## config.mk

```make
export PLATFORM = sky130hd
export DESIGN_NAME = sacl_ram
export DESIGN_NICKNAME = d
export VERILOG_FILES = /design/src/rtl/sacl_ram.sv
export SDC_FILE = /design/constraint.sdc
export NUM_CORES = 1
export LEC_CHECK = 0
export ABC_CLOCK_PERIOD_IN_PS = 2900
export BUFFER_PORTS_ARGS = -buffer_cell sky130_fd_sc_hd__buf_2
export CAP_MARGIN = 20
export CORE_MARGIN = 10
export CORE_UTILIZATION = 55
export CTS_CLUSTER_SIZE = 40
export DETAILED_ROUTE_END_ITERATION = 12
export PLACE_DENSITY = 0.68
export SETUP_SLACK_MARGIN = 0.1
export SYNTH_ARGS = -nofsm -noshare
export SYNTH_HDL_FRONTEND = slang
export SYNTH_SLANG_ARGS = --single-unit
```

## constraint.sdc

```tcl
create_clock -name clk -period 2.9 [get_ports clk]
set_input_delay 0.29 -clock clk [delete_from_list [all_inputs] [get_ports clk]]
set_output_delay 0.29 -clock clk [all_outputs]
set_load 0.02 [all_outputs]
```

## src/rtl/sacl_ram.sv

```systemverilog
// Generic single-port-write, registered-read RAM.
module sacl_ram #(
  parameter int WIDTH = 8,
  parameter int DEPTH = 64,
  localparam int AW   = (DEPTH > 1) ? $clog2(DEPTH) : 1
) (
  input  logic                  clk,
  input  logic                  we,
  input  logic [AW-1:0]         waddr,
  input  logic [WIDTH-1:0]      wdata,
  input  logic                  re,
  input  logic [AW-1:0]         raddr,
  output logic [WIDTH-1:0]      rdata
);

  logic [WIDTH-1:0] mem_r [DEPTH];
  logic [WIDTH-1:0] rdata_r;

  always_ff @(posedge clk) begin
    if (we) begin
      mem_r[waddr] <= wdata;
    end
    if (re) begin
      rdata_r <= mem_r[raddr];
    end
  end

  assign rdata = rdata_r;

endmodule

```

After elaboration in Yosys (flattened, before gate mapping)
Memory sizes are Yosys's and may differ from the RTL's. A register that Yosys moved wholly into a read port is not among the register bits.
Index checks and enable logic that the tools add are counted.
Widths: inputs -> output; s select.
Word-level totals
  register bits: 0
  latch bits: 0
  memory bits (writable): 512
  ROM bits: 0
  input port bits: 23
  output and inout bits: 8
  logic and storage cells: 3
  memories kept: 1
Operators by class
  $add $sub $neg: 0
  $mul: 0
  divide/modulo/power cells: 0
  order comparisons: 0
  eq/ne operators: 0
  shifts and indexed selects: 0
  muxes and demuxes: 2
  bitwise gates (word level): 0
  reductions and logical operators: 0
Memory list
  mem_r: depth 64, bits a word 8, read ports 1, clocked after Yosys merged registers in 1, write ports 1, RTL line 16  | logic [WIDTH-1:0] mem_r [DEPTH];
Operators by type and width (count)
  $mux 1: 2

Longest topological paths before layout
  word-level depth: 2
  mapped depth: 9
  depth with buffers taken out: 5

Worst setup path before layout
Ideal clock, no wire load.
  path kind: in2reg
  from: input port raddr[1]
  to: register rdata_r[3] (netlist: rdata[3]) (read register of mem_r) (data pin)
  library setup time: 0.266 ns
  arrival time: 1.830 ns
  required time: 2.634 ns
  path slack: 0.804 ns
  stages on the path: 7
  path buffers: 3
  path through: buf_4 -> buf_2 -> buf_2 -> mux4_2 -> mux4_2 -> o21ai_1 -> o41ai_1
RTL lines
  start: declaration: RTL line 12  | input logic [AW-1:0] raddr,
  end: declaration: RTL line 17  | logic [WIDTH-1:0] rdata_r;

==> flow_metrics.env <==
export IMPL_place_area_mm2=0.0216
export IMPL_numCtsBuffers=51
export IMPL_hp_class="in2reg"
export IMPL_crit_family="multiplexers"
export IMPL_relSlewSlack_pct=33.7
export IMPL_cts_resized_gates=0
export IMPL_drv_slew=0
export IMPL_worst_path_stages=5
export IMPL_grt_pass1_wl_um=66400
export IMPL_dp_slack_ps=156
export IMPL_worst_pin_slew_ps=994
export IMPL_drtIter0Drc=1068
export IMPL_startpoint_type="flop"
export IMPL_grt_max_degree=65
export IMPL_hold_viol_final=0
export IMPL_antenna_found_initial=3
export IMPL_setup_viol=0
export IMPL_fmax_mhz=455
export IMPL_place_gp_congestion=0.807
export IMPL_post_cts_buffers=0
export IMPL_clk_pin_slew_ps=60
export IMPL_r2r_end="rdata[4]$_DFFE_PP_"
export IMPL_final_common_cell="edfxtp_1"
export IMPL_rsz0062_at_grt="no"
export IMPL_synth_cell_area_mm2=0.0202
export IMPL_critPathLaunch="mem_r[29][4]$_DFFE_PP_"
export IMPL_first_global_vias=10100
export IMPL_hpwl_um=27600
export IMPL_yosysWarnings=0
export IMPL_postRouteAntennaNets=0
export IMPL_synth_seq_cells=520
export IMPL_crit_fanout=1
export IMPL_dieWidth_um=212
export IMPL_p_leak_nw=7.41
export IMPL_cts_buffer_depth=3
export IMPL_fin_crit_ps=2200
export IMPL_gr_total_overflow=0
export IMPL_cts_htree_levels=2
export IMPL_synth_seq_area_share_pct=77.1
export IMPL_io_pins=31
export IMPL_path_class="reg2reg"
export IMPL_drive_above_1_share_pct=30.5
export IMPL_r2r_cells=5
export IMPL_critPathBufInv=0
export IMPL_grt_use_total_pct=20.3
export IMPL_wl_per_cell_um=28.1
export IMPL_multi_input_area_mm2=0.00432
export IMPL_min_period_over_period_pct=75.9
export IMPL_fillers=2460
export IMPL_ir_worst_vdd_mv=0.484
export IMPL_syn_nets=963
export IMPL_cts_tree="done"
export IMPL_async_reset_ff_share_pct=0
export IMPL_skew_ps=25.3
export IMPL_p_per_area_mw_per_mm2=658
export IMPL_critPathRequiredTime_ps=3210
export IMPL_cts_hold_buffers=0
export IMPL_drv_cap=0
export IMPL_utilization_pct=63.3
export IMPL_setup_worst_path_end="rdata[4]$_DFFE_PP_"
export IMPL_synth_edf_count=520
export IMPL_synth_avg_cell_area_um2=21.5
export IMPL_setup_tns_ps=0
export IMPL_drt_wl_total_um=44400
export IMPL_stdcell_area_mm2=0.0231
export IMPL_cp_end_kind="flop"
export IMPL_rows=70
export IMPL_layout_common_cells="edfxtp_1 (520), mux4_2 (126), buf_4 (98)"
export IMPL_diodes=0
export IMPL_core_area_mm2=0.0364
export IMPL_fin_nets=1100
export IMPL_die_h_um=212
export IMPL_layout_setup_ws_ps=700
export IMPL_synth_main_ff_cell="edfxtp_1"
export IMPL_worstPathCellList="mux4_2, mux2_2, o221a_2, nor3_1, o32ai_1"
export IMPL_synth_cell_type_count=39
export IMPL_arrival_ps=2510
export IMPL_dr_pass1_iters=7
export IMPL_final_seq_area_mm2=0.0156
export IMPL_rr_startpoint="mem_r[29][4]$_DFFE_PP_"
export IMPL_cp_slowest_cell="mux4_2"
export IMPL_status="finished clean"
export IMPL_port_buffers=30
export IMPL_clock_tree_root_cell="clkbuf_16"
export IMPL_cts_num_sinks=520
export IMPL_vias_per_cell=6.27
export IMPL_die_area_mm2=0.0449
export IMPL_cpPeakStageDelay_ps=480
export IMPL_reg2reg_slack_ps=700
export IMPL_area_growth_pct=14.0
export IMPL_syn_inst=940
export IMPL_start_util_pct=55.6
export IMPL_drc=0
export IMPL_vias=9905
export IMPL_insertion_delay_ps=580
## flip-flops by register name, indices dropped and copies added, names as in the netlist
register,count
rdata,8
mem_r,512
## worst min path at each step
stage | start | endpoint | slack, ps | cells past startpoint
final | wdata[5] | mem_r[38][5]$_DFFE_PP_ | 90 | 1
after detailed placement | re | rdata[7]$_DFFE_PP_ | 690 | 1
after global routing | re | rdata[7]$_DFFE_PP_ | 90 | 1
after CTS | re | rdata[7]$_DFFE_PP_ | 70 | 1
after global placement | re | rdata[7]$_DFFE_PP_ | 690 | 1
after floorplan | wdata[0] | mem_r[0][0]$_DFFE_PP_ | 390 | 0
## synthesized netlist by cell type, types with 6 or more instances
library cell | instances | area, um^2
clkbuf_1 | 17 | 63.8
mux2i_1 | 23 | 230
nand3_1 | 13 | 65.1
buf_4 | 13 | 97.6
o22ai_1 | 8 | 50.1
nor2b_1 | 14 | 87.6
o221ai_1 | 8 | 70.1
buf_2 | 11 | 55.1
nand2b_1 | 7 | 43.8
nor2_1 | 83 | 312
nand2_1 | 19 | 71.3
edfxtp_1 | 520 | 15600
mux4_2 | 126 | 2840
mux2_2 | 13 | 146
a221oi_1 | 6 | 52.6
nor3_1 | 7 | 35.0
## cells by family (layout without fill, tap and decap cells)
kind of cell | Yosys count | count (layout) | share of synthesized area [%]
AOI/OAI and AO/OA | 54 | 54 | 2.06
DFF | 520 | 520 | 77.1
muxes | 162 | 162 | 15.9
buffers and inverters | 51 | 224 | 1.56
and+or+nand+nor | 153 | 153 | 3.37
## layer usage
metal  vias to the layer above  GRT usage (%)  part of all wire [%]
met4                         6           6.97                   2.7
met1                      5165           27.7                    40
met2                       430           32.0                    49
met5                         -              0                 0.092
li1                       4223              -                     -
met3                        81           4.63                   8.3
## stage by stage
stage / hold WS [ps] / cells / power [W]
2_1_floorplan: 389 / 940 / 0.00896
3_3_place_gp: 690 / 1491 / 0.00931
3_5_place_dp: 688 / 1491 / 0.00933
4_1_cts: 70.5 / 1580 / 0.0153
5_1_grt: 87.0 / 1581 / 0.0156
6_report: 91.9 / 1581 / 0.0152
## where the power goes
group          leakage (nW)  switching, W  internal [W]
Clock                 0.735       0.00263       0.00340
Combinational          1.99      0.000483      0.000320
Sequential             4.69     0.0000237       0.00834
## worst reg2reg max path, delay by kind of cell (launching register included)
family | cells | cell delay (ps)
compound gates | 2 | 450
flops | 1 | 350
mux | 2 | 770
simple gates | 1 | 370
## cell type report
class / instances / share of cell area [%]
timing repair buffer: 135 / 4.61
tap: 468 / 2.54
multi-input combinational: 369 / 18.7
clock buffer: 65 / 5.76
sequential: 520 / 67.7
clock inverter: 24 / 0.710
No activity file was read; power rests on OpenSTA's default activity.
