[src/rtl/sacl_pkg.sv]
// Shared types, codes and fixed widths of the set-associative LRU cache model.
package sacl_pkg;

  localparam int ACTION_W     = 2;
  localparam int ADDR_W       = 32;
  localparam int CNT_W        = 32;
  localparam int OUTCOME_W    = 2;
  localparam int CFG_IDX_W    = 2;
  localparam int CFG_DATA_W   = 5;
  localparam int SET_BITS_W   = 3;
  localparam int WAYS_W       = 4;
  localparam int BLOCK_BITS_W = 5;
  localparam int SHIFT_W      = 6;

  localparam logic [SET_BITS_W-1:0]   SET_BITS_RST   = 3'd4;
  localparam logic [WAYS_W-1:0]       WAYS_RST       = 4'd1;
  localparam logic [BLOCK_BITS_W-1:0] BLOCK_BITS_RST = 5'd4;

  typedef enum logic [ACTION_W-1:0] {
    ACT_LOAD   = 2'd0,
    ACT_STORE  = 2'd1,
    ACT_MODIFY = 2'd2,
    ACT_FETCH  = 2'd3
  } action_t;

  typedef enum logic [OUTCOME_W-1:0] {
    OUT_HIT     = 2'd0,
    OUT_MISS    = 2'd1,
    OUT_EVICT   = 2'd2,
    OUT_IGNORED = 2'd3
  } outcome_t;

  typedef enum logic [CFG_IDX_W-1:0] {
    CFG_SET_BITS   = 2'd0,
    CFG_WAYS       = 2'd1,
    CFG_BLOCK_BITS = 2'd2
  } cfg_idx_t;

  typedef enum logic [1:0] {
    ST_IDLE = 2'b01,
    ST_LOOK = 2'b10
  } state_t;

  typedef struct packed {
    logic     hit;
    logic     evict;
    outcome_t outcome;
  } acc_res_t;

endpackage

[src/rtl/sacl_set_upd.sv]
// Set lookup and LRU update: hit search, fill or victim choice, rank rewrite.
module sacl_set_upd #(
  parameter int MAX_WAYS = 8,
  parameter int TAG_W    = 32,
  localparam int RANK_W  = (MAX_WAYS > 1) ? $clog2(MAX_WAYS) : 1,
  localparam int LINE_W  = 1 + RANK_W + TAG_W,
  localparam int ROW_W   = MAX_WAYS * LINE_W,
  localparam int NW_W    = $clog2(MAX_WAYS + 1)
) (
  input  logic                 row_ok,
  input  logic [ROW_W-1:0]     row_in,
  input  logic [TAG_W-1:0]     tag,
  input  logic [NW_W-1:0]      nw,
  output logic [ROW_W-1:0]     row_out,
  output sacl_pkg::acc_res_t   res
);

  localparam int WAY_W  = (MAX_WAYS > 1) ? $clog2(MAX_WAYS) : 1;
  localparam logic [RANK_W-1:0] RANK_MAX = RANK_W'(MAX_WAYS - 1);

  logic [MAX_WAYS-1:0] use_w;
  logic [MAX_WAYS-1:0] vld;
  logic [MAX_WAYS-1:0] hit_w;
  logic [MAX_WAYS-1:0] emp_w;
  logic [RANK_W-1:0]   rank_w [MAX_WAYS];
  logic [TAG_W-1:0]    tag_w  [MAX_WAYS];

  logic              hit_any;
  logic              emp_any;
  logic [WAY_W-1:0]  hit_idx;
  logic [WAY_W-1:0]  emp_idx;
  logic [WAY_W-1:0]  vic_idx;
  logic [RANK_W-1:0] vic_rank;
  logic [WAY_W-1:0]  sel;
  logic              sel_valid;
  logic [RANK_W-1:0] sel_rank;

  for (genvar g = 0; g < MAX_WAYS; g++) begin : g_lane
    assign use_w[g]  = 32'(g) < 32'(nw);
    assign vld[g]    = row_ok & use_w[g] & row_in[g*LINE_W + LINE_W - 1];
    assign rank_w[g] = row_ok ? row_in[g*LINE_W + TAG_W +: RANK_W] : '0;
    assign tag_w[g]  = row_in[g*LINE_W +: TAG_W];
    assign hit_w[g]  = vld[g] && (tag_w[g] == tag);
    assign emp_w[g]  = use_w[g] && !vld[g];
  end

  always_comb begin
    hit_any  = |hit_w;
    emp_any  = |emp_w;
    hit_idx  = '0;
    emp_idx  = '0;
    for (int i = MAX_WAYS - 1; i >= 0; i--) begin
      if (hit_w[i]) begin
        hit_idx = WAY_W'(i);
      end
      if (emp_w[i]) begin
        emp_idx = WAY_W'(i);
      end
    end
    vic_idx  = '0;
    vic_rank = rank_w[0];
    for (int i = 1; i < MAX_WAYS; i++) begin
      if (use_w[i] && (rank_w[i] > vic_rank)) begin
        vic_idx  = WAY_W'(i);
        vic_rank = rank_w[i];
      end
    end
    priority if (hit_any) begin
      sel = hit_idx;
    end else if (emp_any) begin
      sel = emp_idx;
    end else begin
      sel = vic_idx;
    end
  end

  assign sel_valid = vld[sel];
  assign sel_rank  = rank_w[sel];

  for (genvar g = 0; g < MAX_WAYS; g++) begin : g_new
    logic              is_sel;
    logic              bump;
    logic [RANK_W-1:0] rank_nxt;
    logic [TAG_W-1:0]  tag_nxt;

    assign is_sel   = (sel == WAY_W'(g));
    assign bump     = vld[g] && !is_sel && (!sel_valid || (rank_w[g] < sel_rank));
    assign rank_nxt = is_sel ? '0 :
                      (bump && (rank_w[g] != RANK_MAX)) ? rank_w[g] + 1'b1 : rank_w[g];
    assign tag_nxt  = (is_sel && !hit_any) ? tag : tag_w[g];
    assign row_out[g*LINE_W +: LINE_W] = {vld[g] | is_sel, rank_nxt, tag_nxt};
  end

  always_comb begin
    res.hit   = hit_any;
    res.evict = !hit_any && !emp_any;
    priority if (hit_any) begin
      res.outcome = sacl_pkg::OUT_HIT;
    end else if (emp_any) begin
      res.outcome = sacl_pkg::OUT_MISS;
    end else begin
      res.outcome = sacl_pkg::OUT_EVICT;
    end
  end

endmodule

[config.mk]
export PLATFORM = sky130hd
export DESIGN_NAME = sacl_set_upd
export DESIGN_NICKNAME = d
export VERILOG_FILES = /design/src/rtl/sacl_pkg.sv /design/src/rtl/sacl_set_upd.sv
export SDC_FILE = /design/constraint.sdc
export NUM_CORES = 1
export LEC_CHECK = 0
export CORE_AREA = 2 2 239 241
export DETAILED_ROUTE_END_ITERATION = 10
export DIE_AREA = 0 0 241 243
export DONT_BUFFER_PORTS = 1
export SYNTH_ARGS = -nofsm -noshare
export SYNTH_HDL_FRONTEND = slang
export SYNTH_SLANG_ARGS = --single-unit
export TNS_END_PERCENT = 5
[constraint.sdc]
create_clock -name vclk -period 44.5
set_clock_uncertainty 0.2 [all_clocks]
set_input_delay 8.9 -clock vclk [all_inputs]
set_output_delay 8.9 -clock vclk [all_outputs]
set_load 0.005 [all_outputs]
======== Word level (Yosys, flattened, before mapping) ========
Index checks and enable logic that the tools add are counted.
storage, ports and cells
  input bits .............................. 325
  output and inout bits ................... 292
  flip-flop bits (word level) ............. 0
operators by class
  add/sub/neg operators ................... 8
  order comparisons ....................... 25
  muxes and demuxes ....................... 70
  equal/unequal tests ..................... 23
  reductions and logical operators ........ 86
  bitwise operators ....................... 25
operators with widths
  cell                                                                          number
  32-bit equality test                                                          8
  32-bit two-way mux                                                            8
  3-bit two-way mux                                                             56
  1-bit logical AND                                                             56
  3-bit by 1-bit adder with 3-bit output, second input constant                 8
  3-bit less-than comparator                                                    8
  3-bit inequality test, second input constant                                  8
  3-bit > comparator                                                            7
  1-bit logical NOT                                                             19
  1-bit AND                                                                     16
  3-bit by 4-bit less-than comparator with 1-bit output, first input constant   4
  8-bit OR reduction                                                            2
  3-bit equality test, second input constant                                    4
  3-bit binary-select mux with 3-bit select                                     1
  1-bit logical OR                                                              8
  1-bit by 4-bit less-than comparator with 1-bit output, first input constant   2
  2-bit by 4-bit less-than comparator with 1-bit output, first input constant   2
  1-bit bitwise OR                                                              8
  3-bit by 2-bit equality test with 1-bit output, second input constant         2
  4-bit greater-or-equal comparator, second input constant                      1
  3-bit by 4-bit less-than comparator with 1-bit output, second input constant  1
  2-bit two-way mux                                                             2
  3-bit inverter with 4-bit output                                              1
  1-bit binary-select mux with 3-bit select                                     1
  other kinds (3)                                                               4

======== Logic depth before layout (Yosys ltp) ========
Gate-level depths: netlist of the first run.
  word-level depth ........................ 34
  depth in mapped cells ................... 71

======== Least setup slack after synthesis of the first run ========
No wires, ideal clock.
  path type ............................... in2out
  start ................................... input port row_ok
  end ..................................... output port row_out[285]
  data required time ...................... 35.400 ns
  slack ................................... 14.640 ns
  cell stages on the path ................. 64
  path buffers ............................ 8
  arrival ................................. 20.760 ns
  path through ............................ buf_4 > buf_2 > buf_2 > clkbuf_1 > nand2_1 > inv_1 > ha_1 > nor2_1 > o21ai_0 > a221oi_2 > o21ai_0 > ha_1 > nor2_1 > a2bb2oi_1 > o22a_1 > o21ai_1 > a21oi_1 > nor2_1 > [... 28 more ...] > nor2_1 > and3_1 > and3_1 > buf_4 > nor2_4 > buf_6 > buf_4 > clkbuf_1 > nor2_1 > a211oi_1 > a21oi_1 > a21oi_1 > ha_1 > o21ai_0 > nand2b_1 > a311oi_1 > a221oi_1 > a21oi_1
on the way
  cells in the longest elaborated chain, start to end .. 34
  elaborated cells on any way between the ends .. 113
  classes of those cells .................. add/sub: 1; order compare: 8; eq/ne: 2; mux: 46; bitwise: 17; reduce/logical: 39
RTL lines
  element                                                line                RTL
  start: declaration                                     sacl_set_upd.sv:10  input logic row_ok,
  3-bit two-way mux                                      sacl_set_upd.sv:41  assign rank_w[g] = row_ok ? row_in[g*LINE_W + TAG_W +: RANK_W] : '0;
  3-bit > comparator                                     sacl_set_upd.sv:63  if (use_w[i] && (rank_w[i] > vic_rank)) begin
  1-bit logical AND                                      sacl_set_upd.sv:63
  3-bit two-way mux                                      sacl_set_upd.sv:63
  3-bit > comparator                                     sacl_set_upd.sv:63
  1-bit logical AND                                      sacl_set_upd.sv:63
  3-bit two-way mux                                      sacl_set_upd.sv:63
  3-bit > comparator                                     sacl_set_upd.sv:63
  [... 17 more ...]                                      --
  3-bit binary-select mux with 3-bit select              sacl_set_upd.sv:78  assign sel_rank = rank_w[sel];
  3-bit two-way mux (not written as such) (2 in series)  sacl_set_upd.sv:78
  3-bit less-than comparator                             sacl_set_upd.sv:87  assign bump = vld[g] && !is_sel && (!sel_valid || (rank_w[g] < sel_rank));
  1-bit logical OR                                       sacl_set_upd.sv:87
  1-bit logical AND                                      sacl_set_upd.sv:87
  1-bit logical AND                                      sacl_set_upd.sv:89  (bump && (rank_w[g] != RANK_MAX)) ? rank_w[g] + 1'b1 : rank_w[g];
  3-bit two-way mux                                      sacl_set_upd.sv:89
  3-bit two-way mux *                                    sacl_set_upd.sv:88  assign rank_nxt = is_sel ? '0 :
  end: declaration                                       sacl_set_upd.sv:14  output logic [ROW_W-1:0] row_out,
Every way passes the cells marked *; elsewhere a longest branch is shown, timed or not. The select of a mux whose other input is x is not followed.

======== Final worst setup path of the first run ========
  start ................................... input port row_ok
  end ..................................... output port row_out[66]
on the way
  cells in the longest elaborated chain, start to end .. 27
  elaborated cells on any way between the ends .. 99
  classes of those cells .................. order compare: 7; eq/ne: 1; mux: 40; bitwise: 16; reduce/logical: 35
RTL lines
  element                                         line                RTL
  3-bit two-way mux                               sacl_set_upd.sv:41
  3-bit > comparator                              sacl_set_upd.sv:63
  1-bit logical AND                               sacl_set_upd.sv:63
  3-bit two-way mux                               sacl_set_upd.sv:63
  3-bit > comparator                              sacl_set_upd.sv:63
  1-bit logical AND                               sacl_set_upd.sv:63
  3-bit two-way mux                               sacl_set_upd.sv:63
  3-bit > comparator                              sacl_set_upd.sv:63
  [... 11 more ...]                               --
  3-bit > comparator                              sacl_set_upd.sv:63
  1-bit logical AND                               sacl_set_upd.sv:63
  3-bit two-way mux                               sacl_set_upd.sv:63
  3-bit two-way mux                               sacl_set_upd.sv:70  end else if (emp_any) begin
  3-bit two-way mux                               sacl_set_upd.sv:68  priority if (hit_any) begin
  3-bit by 1-bit equality test with 1-bit output  sacl_set_upd.sv:86  assign is_sel = (sel == WAY_W'(g));
  1-bit logical AND *                             sacl_set_upd.sv:90  assign tag_nxt = (is_sel && !hit_any) ? tag : tag_w[g];
  32-bit two-way mux *                            sacl_set_upd.sv:90
Every way passes the cells marked *; elsewhere a longest branch is shown, timed or not.

==> metrics.md, run 1 <==
| Metric | Value |
|---|---|
| Status | `completed` |
| WHS Endpoint | `row_out[120]` |
| Max VDD drop | `0.00529 mV` |
| Worst-Margin Slew | `1.25 ns` |
| Final Max Slew Viols | `0` |
| P per Cell Area | `13.2 mW/mm2` |
| Switching pwr | `82.6 uW` |
| WL final | `82,400 um` |
| Unrepaired setup endpoints after global routing | `false` |
| Vias/cell | `5.41` |
| Ranking of synthesized cells by area | `mux2_2 30%, xnor2_1 14%, xor2_1 9.6%` |
| Quantity of gates resized following cts | `0` |
| WL per Instance | `43.1 um` |
| # fillers | `6,404` |
| Post-DP HPWL | `70,300 um` |
| Final setup violation count | `0` |
| CP Capture Type | `primary output` |
| Vias in the first global route | `10,067` |
| Largest delay share family, worst path | `compound AO/OA/AOI/OAI gates` |
| Layout area overhead | `5.32%` |
| Arr. time, crit path | `21.95 ns` |
| Synth cell types | `75` |
| CORE AREA | `0.0560 mm2` |
| Largest stage delay, worst path | `0.94 ns` |
| Most common cell after layout, fill and taps aside | `mux2_2` |
| Setup_tns | `0 ns` |
| Internal power | `52.2 uW` |
| Syn_nets | `1,622` |
| Largest area contributor in the netlist | `mux2_2` |
| Slowest stage cell, crit path | `nor3_1` |
| Crit-path max FO | `41` |
| Slew headroom | `16.9%` |
| Period minus WS final | `31.05 ns` |
| Most frequent cells in the layout | `259 x mux2_2, 150 x xnor2_1, 106 x xor2_1` |
| Req. time, crit path | `35.40 ns` |
| Leak | `0.00341 uW` |
| Switching power share of the total | `61.3%` |
| Hold crit path type | `input pin to primary output` |
| GRT Overall Usage | `26.7%` |
| DRC viols | `0` |
| Num sequential | `0` |
| Number of top-level pins | `617` |
| Die area | `0.0586 mm2` |
| Cell total after placement | `1,909` |
| Max-cap violations | `0` |
| Post-synth top area share | `30.0%` |
| Antenna-violating nets left | `0` |
| Die Y | `243 um` |
| Via count | `10,356` |
| Cell Area, Placed | `0.0102 mm2` |
| First-pass GRT wire length | `104,000 um` |
| Cell Area, Synth | `0.00971 mm2` |
| Period Utilization, post-route | `69.8%` |
| Initial antenna violation count | `6` |
| Fraction of layout cells with a size suffix above 1 | `27.2%` |
| Final estimated routing congestion in global placement | `0.974` |
| Seq/Total Area, Yosys | `0%` |
| Fin. Hold Viols | `0` |
| Drt initial violations | `907` |
| # clk buffers | `0` |
| Buffers plus inverters on the worst setup path | `4` |
| Initial Util | `17.4%` |
| Worst setup path category | `input pin to primary output` |
| Worst hold start | `row_in[120]` |
| Clock power share | `0%` |
| First-pass DRT Iterations | `7` |
| Design area | `0.0102 mm2` |
| Non-filler cells, final | `1,913` |
| Sequential share of power | `0%` |
| Gate power share | `100.0%` |
| Postcts setup bufs | `0` |
| WHS Path Cells | `1` |
| Std cell rows | `87` |
| Gate count of the mapped netlist | `1,254` |
| Port bufs | `0` |
| Die width | `241 um` |
| Nets | `1,523` |
| Peak Freq | `32.2 MHz` |
| Largest net degree at the start of global routing | `42` |
| Avg Inst Size Synth | `7.74 um2` |
| Warnings, synthesis | `0` |
| Startpoint Class | `input pin` |
| CTS Hold Bufs | `0` |
| CP most frequent cell | `ha_1` |
| Reg area | `0 um2` |
| GRT Residual Overflow | `0` |
## area by class of cell
cell class                      instances  area (um2)  share of cell area [%]
Multi-Input combinational cell       1107        9060                    88.6
Inverter                               36         135                    1.32
Antenna cell                            4        10.0                  0.0979
Timing Repair Buffer                   10        75.1                   0.734
Tap cell                              756         946                    9.25
## power groups by stage
| stage | clock network (uW) | registers [uW] | logic, uW |
|---|---|---|---|
| after CTS | 0 | 0 | 136 |
| after global placement | 0 | 0 | 134 |
| final | 0.0000128 | 0 | 135 |
| after floorplan | 0 | 0 | 97.9 |
| after global routing | 0.00000607 | 0 | 142 |
| after detailed placement | 0 | 0 | 135 |
## how the worst max path moves through the flow
stage	end	cells after the start	startpoint
3_5_place_dp	row_out[285]	56	row_in[68]
2_1_floorplan	row_out[285]	64	row_ok
4_1_cts	row_out[285]	56	row_in[68]
6_report	row_out[66]	52	row_ok
3_3_place_gp	row_out[66]	50	row_in[68]
5_1_grt	row_out[214]	58	row_in[68]
## logic make-up (layout without fill, tap and decap cells)
| kind of cell | after synthesis | in the layout | synth area share (%) |
|---|---|---|---|
| compound gates | 181 | 181 | 13.9 |
| xor+xnor | 256 | 256 | 23.1 |
| fa+ha+maj | 43 | 43 | 5.54 |
| buf+inv | 147 | 46 | 7.01 |
| mux | 275 | 275 | 31.8 |
| other cells | 0 | 4 | 0 |
| simple gates | 352 | 352 | 18.6 |
## metal layers
metal	global-route usage (%)	up-vias	wire length, um	share of wire, %
met5	0	-	7	0.0085
met4	11.3	2	4420	5.4
met3	9.69	122	8990	11
met2	46.5	726	40000	49
met1	28.8	5166	29000	35
li1	-	4340	-	-
## stage by stage
stage / setup WS, ns / utilization [%] / hold slack [ns] / power [uW]
final: 13.45 / 18.3 / 17.73 / 135
after global routing: 12.57 / 18.3 / 17.73 / 142
after CTS: 13.67 / 18.3 / 17.73 / 136
after detailed placement: 13.66 / 18.3 / 17.73 / 135
after global placement: 13.84 / 18.3 / 17.73 / 134
after floorplan: 14.64 / - / 17.71 / 97.9
## Yosys cell counts (3+ instances only)
master / n
a2111oi_2: 3
o221ai_1: 7
nand3_1: 31
o21a_1: 14
xor2_1: 106
nor3_1: 22
or4_1: 4
nand4_1: 53
a31oi_1: 18
a21oi_1: 36
o21ai_1: 6
nor2b_1: 4
mux2_1: 12
o21ai_0: 18
a2bb2oi_1: 3
mux2_2: 259
o2111ai_1: 3
and2_1: 6
nand2_2: 3
o21ai_2: 6
nand2b_1: 4
a21o_1: 9
o211ai_1: 10
ha_1: 43
a21boi_0: 7
nor4_1: 35
buf_4: 12
inv_1: 35
o31a_1: 5
clkbuf_1: 36
nor2_1: 59
buf_2: 61
mux2i_1: 4
a211oi_1: 4
xnor2_1: 150
nand2_1: 93
nor3_2: 4
and3_1: 13
or2_2: 6
(Power assumes the default switching activity.)
==> run 2: changes to the inputs <==
clock period = 27.8 ns   (was 44.5 ns; I/O delays follow)
==> metrics.md, run 2 (synthesized netlist as in run 1, its figures left out) <==
| Metric | Value |
|---|---|
| Status | `completed` |
| Initial Util | `17.4%` |
| Most frequent cells in the layout | `259 x mux2_2, 150 x xnor2_1, 106 x xor2_1` |
| Quantity of gates resized following cts | `0` |
| Most common cell after layout, fill and taps aside | `mux2_2` |
| Startpoint Class | `input pin` |
| Drt initial violations | `913` |
| Arr. time, crit path | `18.61 ns` |
| Die Y | `243 um` |
| Pre-CTS setup slack | `3.64 ns` |
| Clock power share | `0%` |
| Crit-path max FO | `41` |
| CP most frequent cell | `ha_1` |
| CTS Hold Bufs | `0` |
| Largest net degree at the start of global routing | `42` |
| Hold crit path type | `input pin to primary output` |
| Leak | `0.00341 uW` |
| Postcts setup bufs | `0` |
| Gate power share | `100.0%` |
| Peak Freq | `41.0 MHz` |
| WL per Instance | `43.0 um` |
| Setup_tns | `0 ns` |
| Sequential share of power | `0%` |
| First-pass GRT wire length | `104,000 um` |
| Max-cap violations | `0` |
| Final setup violation count | `0` |
| Reg area | `0 um2` |
| Worst-Margin Slew | `1.19 ns` |
| GRT Residual Overflow | `0` |
| Worst setup path category | `input pin to primary output` |
| # clk buffers | `0` |
| Req. time, crit path | `22.04 ns` |
| Switching pwr | `133 uW` |
| Port bufs | `0` |
| CP Capture Type | `primary output` |
| Nets | `1,523` |
| Final estimated routing congestion in global placement | `0.978` |
| Pwr Total | `216 uW` |
| First-pass DRT Iterations | `5` |
| Cell total after placement | `1,909` |
| Layout area overhead | `5.30%` |
| Non-filler cells, final | `1,912` |
| WHS Endpoint | `row_out[120]` |
| Die width | `241 um` |
| Vias in the first global route | `10,196` |
| Period Utilization, post-route | `87.6%` |
| Unrepaired setup endpoints after global routing | `false` |
| Std cell rows | `87` |
| Via count | `10,383` |
| Final Max Slew Viols | `0` |
| GRT Overall Usage | `26.6%` |
| Die area | `0.0586 mm2` |
| Period minus WS final | `24.37 ns` |
| Slowest stage cell, crit path | `nor3_1` |
| Fin. Hold Viols | `0` |
| Num sequential | `0` |
| P per Cell Area | `21.1 mW/mm2` |
| Post-DP HPWL | `70,300 um` |
| Internal power | `83.3 uW` |
| Largest stage delay, worst path | `0.95 ns` |
| Fraction of layout cells with a size suffix above 1 | `27.2%` |
| Worst hold start | `row_in[120]` |
| Number of top-level pins | `617` |
| Slew headroom | `20.3%` |
| Antenna-violating nets left | `0` |
| WL final | `82,200 um` |
| Vias/cell | `5.43` |
| Switching power share of the total | `61.4%` |
| Max VDD drop | `0.00766 mV` |
| DRC viols | `0` |
| Initial antenna violation count | `3` |
| WHS Path Cells | `1` |
| CORE AREA | `0.0560 mm2` |
| PnR worst setup slack | `3.43 ns` |
==> run 2: changes by cell type in the layout (fill, tap and decap cells not counted), sizes merged <==
| cell | previous run | this run |
|---|---|---|
| diode | 4 | 3 |
==> run 2: area by class of cell <==
class	instances	area, um2
fill	6453	45700
tap	756	946
antenna	3	7.51
inverter	36	135
multi-input combinational	1107	9060
timing repair buffer	10	75.1
==> run 2: per-stage QoR <==
step / hold slack [ns] / utilization, % / area, um2
floorplan: 11.03 / - / 9710
global placement: 11.05 / 18.3 / 10200
detailed placement: 11.05 / 18.3 / 10200
CTS: 11.05 / 18.3 / 10200
global route: 11.05 / 18.3 / 10200
finish: 11.05 / 18.3 / 10200
==> run 2: metal layers <==
metal / share of wire, % / global-route usage [%] / vias up
li1: - / - / 4342
met1: 35 / 28.7 / 5186
met2: 49 / 46.5 / 733
met3: 11 / 9.17 / 120
met4: 5.6 / 11.9 / 2
met5: 0.094 / 1.01 / -
==> run 2: power by group through the flow <==
stage          Combinational, uW  Clock [uW]  Sequential [uW]
2_1_floorplan                157           0                0
3_5_place_dp                 216           0                0
4_1_cts                      217           0                0
3_3_place_gp                 214           0                0
5_1_grt                      228  0.00000971                0
6_report                     216   0.0000163                0
==> run 2: worst max-delay path by stage <==
| stage | from | endpoint | slack (ns) | depth (start not counted) |
|---|---|---|---|---|
| 2_1_floorplan | row_ok | row_out[285] | 4.62 | 64 |
| 3_3_place_gp | row_in[68] | row_out[66] | 3.83 | 50 |
| 3_5_place_dp | row_in[68] | row_out[66] | 3.64 | 51 |
| 4_1_cts | row_in[68] | row_out[66] | 3.61 | 51 |
| 5_1_grt | row_in[68] | row_out[68] | 2.54 | 62 |
| 6_report | row_ok | row_out[65] | 3.43 | 52 |
==> run 2: worst max-delay path, delay by kind of cell <==
family	cells	cell delay (ns)
buffers and inverters	4	0.99
adders and majority gates	7	2.02
AOI/OAI and AO/OA	21	4.31
and+or+nand+nor	15	3.70
muxes	5	1.91
==> run 3: changes to the inputs <==
==> constraint.sdc (replaced) <==
create_clock -name vclk -period 26
set_clock_uncertainty 0.2 [all_clocks]
set_input_delay 5.2 -clock vclk [all_inputs]
set_output_delay 5.2 -clock vclk [all_outputs]
set_load 0.01 [all_outputs]
==> metrics.md, run 3 (synthesized netlist as in run 1, its figures left out) <==
| Metric | Value |
|---|---|
| Status | `completed` |
| GRT Residual Overflow | `0` |
| Unrepaired setup endpoints after global routing | `false` |
| Final setup violation count | `0` |
| Most common cell after layout, fill and taps aside | `mux2_2` |
| Slowest stage cell, crit path | `nor3_1` |
| CP most frequent cell | `ha_1` |
| Arr. time, crit path | `18.34 ns` |
| Std cell rows | `87` |
| Leak | `0.00342 uW` |
| Postcts setup bufs | `0` |
| Worst setup path category | `input pin to primary output` |
| Fraction of layout cells with a size suffix above 1 | `27.4%` |
| Setup_tns | `0 ns` |
| Via count | `10,462` |
| CTS Hold Bufs | `0` |
| Switching pwr | `155 uW` |
| Initial Util | `17.4%` |
| Drt initial violations | `902` |
| Period minus WS final | `23.74 ns` |
| Cell Area, Placed | `0.0102 mm2` |
| Layout area overhead | `5.48%` |
| Slew headroom | `16.8%` |
| CORE AREA | `0.0560 mm2` |
| # fillers | `6,470` |
| Reg area | `0 um2` |
| Fin. Hold Viols | `0` |
| Hold crit path type | `input pin to primary output` |
| Number of top-level pins | `617` |
| Switching power share of the total | `63.3%` |
| First-pass GRT wire length | `103,000 um` |
| Internal power | `89.9 uW` |
| Most frequent cells in the layout | `259 x mux2_2, 150 x xnor2_1, 106 x xor2_1` |
| Die width | `241 um` |
| Post-DP HPWL | `70,200 um` |
| Crit-path max FO | `41` |
| Vias/cell | `5.46` |
| Pre-CTS setup slack | `2.46 ns` |
| Final Max Slew Viols | `0` |
| Num sequential | `0` |
| WL final | `81,900 um` |
| Initial antenna violation count | `4` |
| Max-cap violations | `0` |
| Worst-Margin Slew | `1.25 ns` |
| Vias in the first global route | `10,227` |
| DRC viols | `0` |
| Nets | `1,525` |
| Die Y | `243 um` |
| Clock power share | `0%` |
| Req. time, crit path | `20.60 ns` |
| Final estimated routing congestion in global placement | `0.995` |
| CP Capture Type | `primary output` |
| PnR worst setup slack | `2.26 ns` |
| Die area | `0.0586 mm2` |
| Max VDD drop | `0.00879 mV` |
| GRT Overall Usage | `26.5%` |
| Antenna-violating nets left | `0` |
| WHS Endpoint | `row_out[125]` |
| Largest net degree at the start of global routing | `42` |
| First-pass DRT Iterations | `5` |
| P per Cell Area | `23.9 mW/mm2` |
| Multi-input gate area | `0.00906 mm2` |
| Port bufs | `0` |
| WL per Instance | `42.8 um` |
| Gate power share | `100.0%` |
| Quantity of gates resized following cts | `0` |
| Sequential share of power | `0%` |
| Hold WS | `10.35 ns` |
| # clk buffers | `0` |
| Peak Freq | `42.1 MHz` |
| Worst hold start | `row_in[125]` |
| WHS Path Cells | `1` |
| Startpoint Class | `input pin` |
| Design area | `0.0102 mm2` |
| Largest stage delay, worst path | `0.78 ns` |
| Period Utilization, post-route | `91.3%` |
run 3: cell types whose count changed in the layout (fill, tap and decap cells not counted):
cell	change
buf_4	+2
diode_2	+1
run 3: routing by layer:
metal,wire (um),global-route usage [%]
met1,28300,28.1
met2,39700,46.3
met3,9770,10.7
met4,4100,10.8
met5,50,0.505
run 3: worst max-delay path by stage:
stage               startpoint  cells past startpoint  slack, ns           end
floorplan               row_ok                     64       3.47  row_out[285]
global placement    row_in[68]                     57       2.67  row_out[213]
detailed placement      row_ok                     56       2.46  row_out[286]
CTS                     row_ok                     51       2.44   row_out[46]
global route        row_in[68]                     57       1.43  row_out[213]
finish                  row_ok                     51       2.26   row_out[64]
run 3: final cells by class:
class	instances	share of cell area [%]
diodes	4	0.0978
inverters	36	1.32
multi-input cells	1107	88.5
well taps	756	9.24
repair buffers	12	0.880
run 3: through the flow:
step	total power [uW]	utilization, %	instances
global placement	243	18.3	1911
finish	245	18.3	1915
CTS	245	18.3	1911
detailed placement	244	18.3	1911
floorplan	182	-	1254
global route	258	18.3	1913
run 3: power by group through the flow:
stage / registers (uW) / logic, uW / clock network, uW
after CTS: 0 / 245 / 0
after global placement: 0 / 243 / 0
final: 0 / 245 / 0.000000772
after global routing: 0 / 258 / 0.0000105
after detailed placement: 0 / 244 / 0
after floorplan: 0 / 182 / 0
run 3: critical path, delay by kind of cell:
kind	cells	cell delay (ns)
AOI/OAI and AO/OA	18	3.79
adders and majority gates	7	2.07
buffers and inverters	4	0.97
muxes	5	1.91
and+or+nand+nor	17	4.34
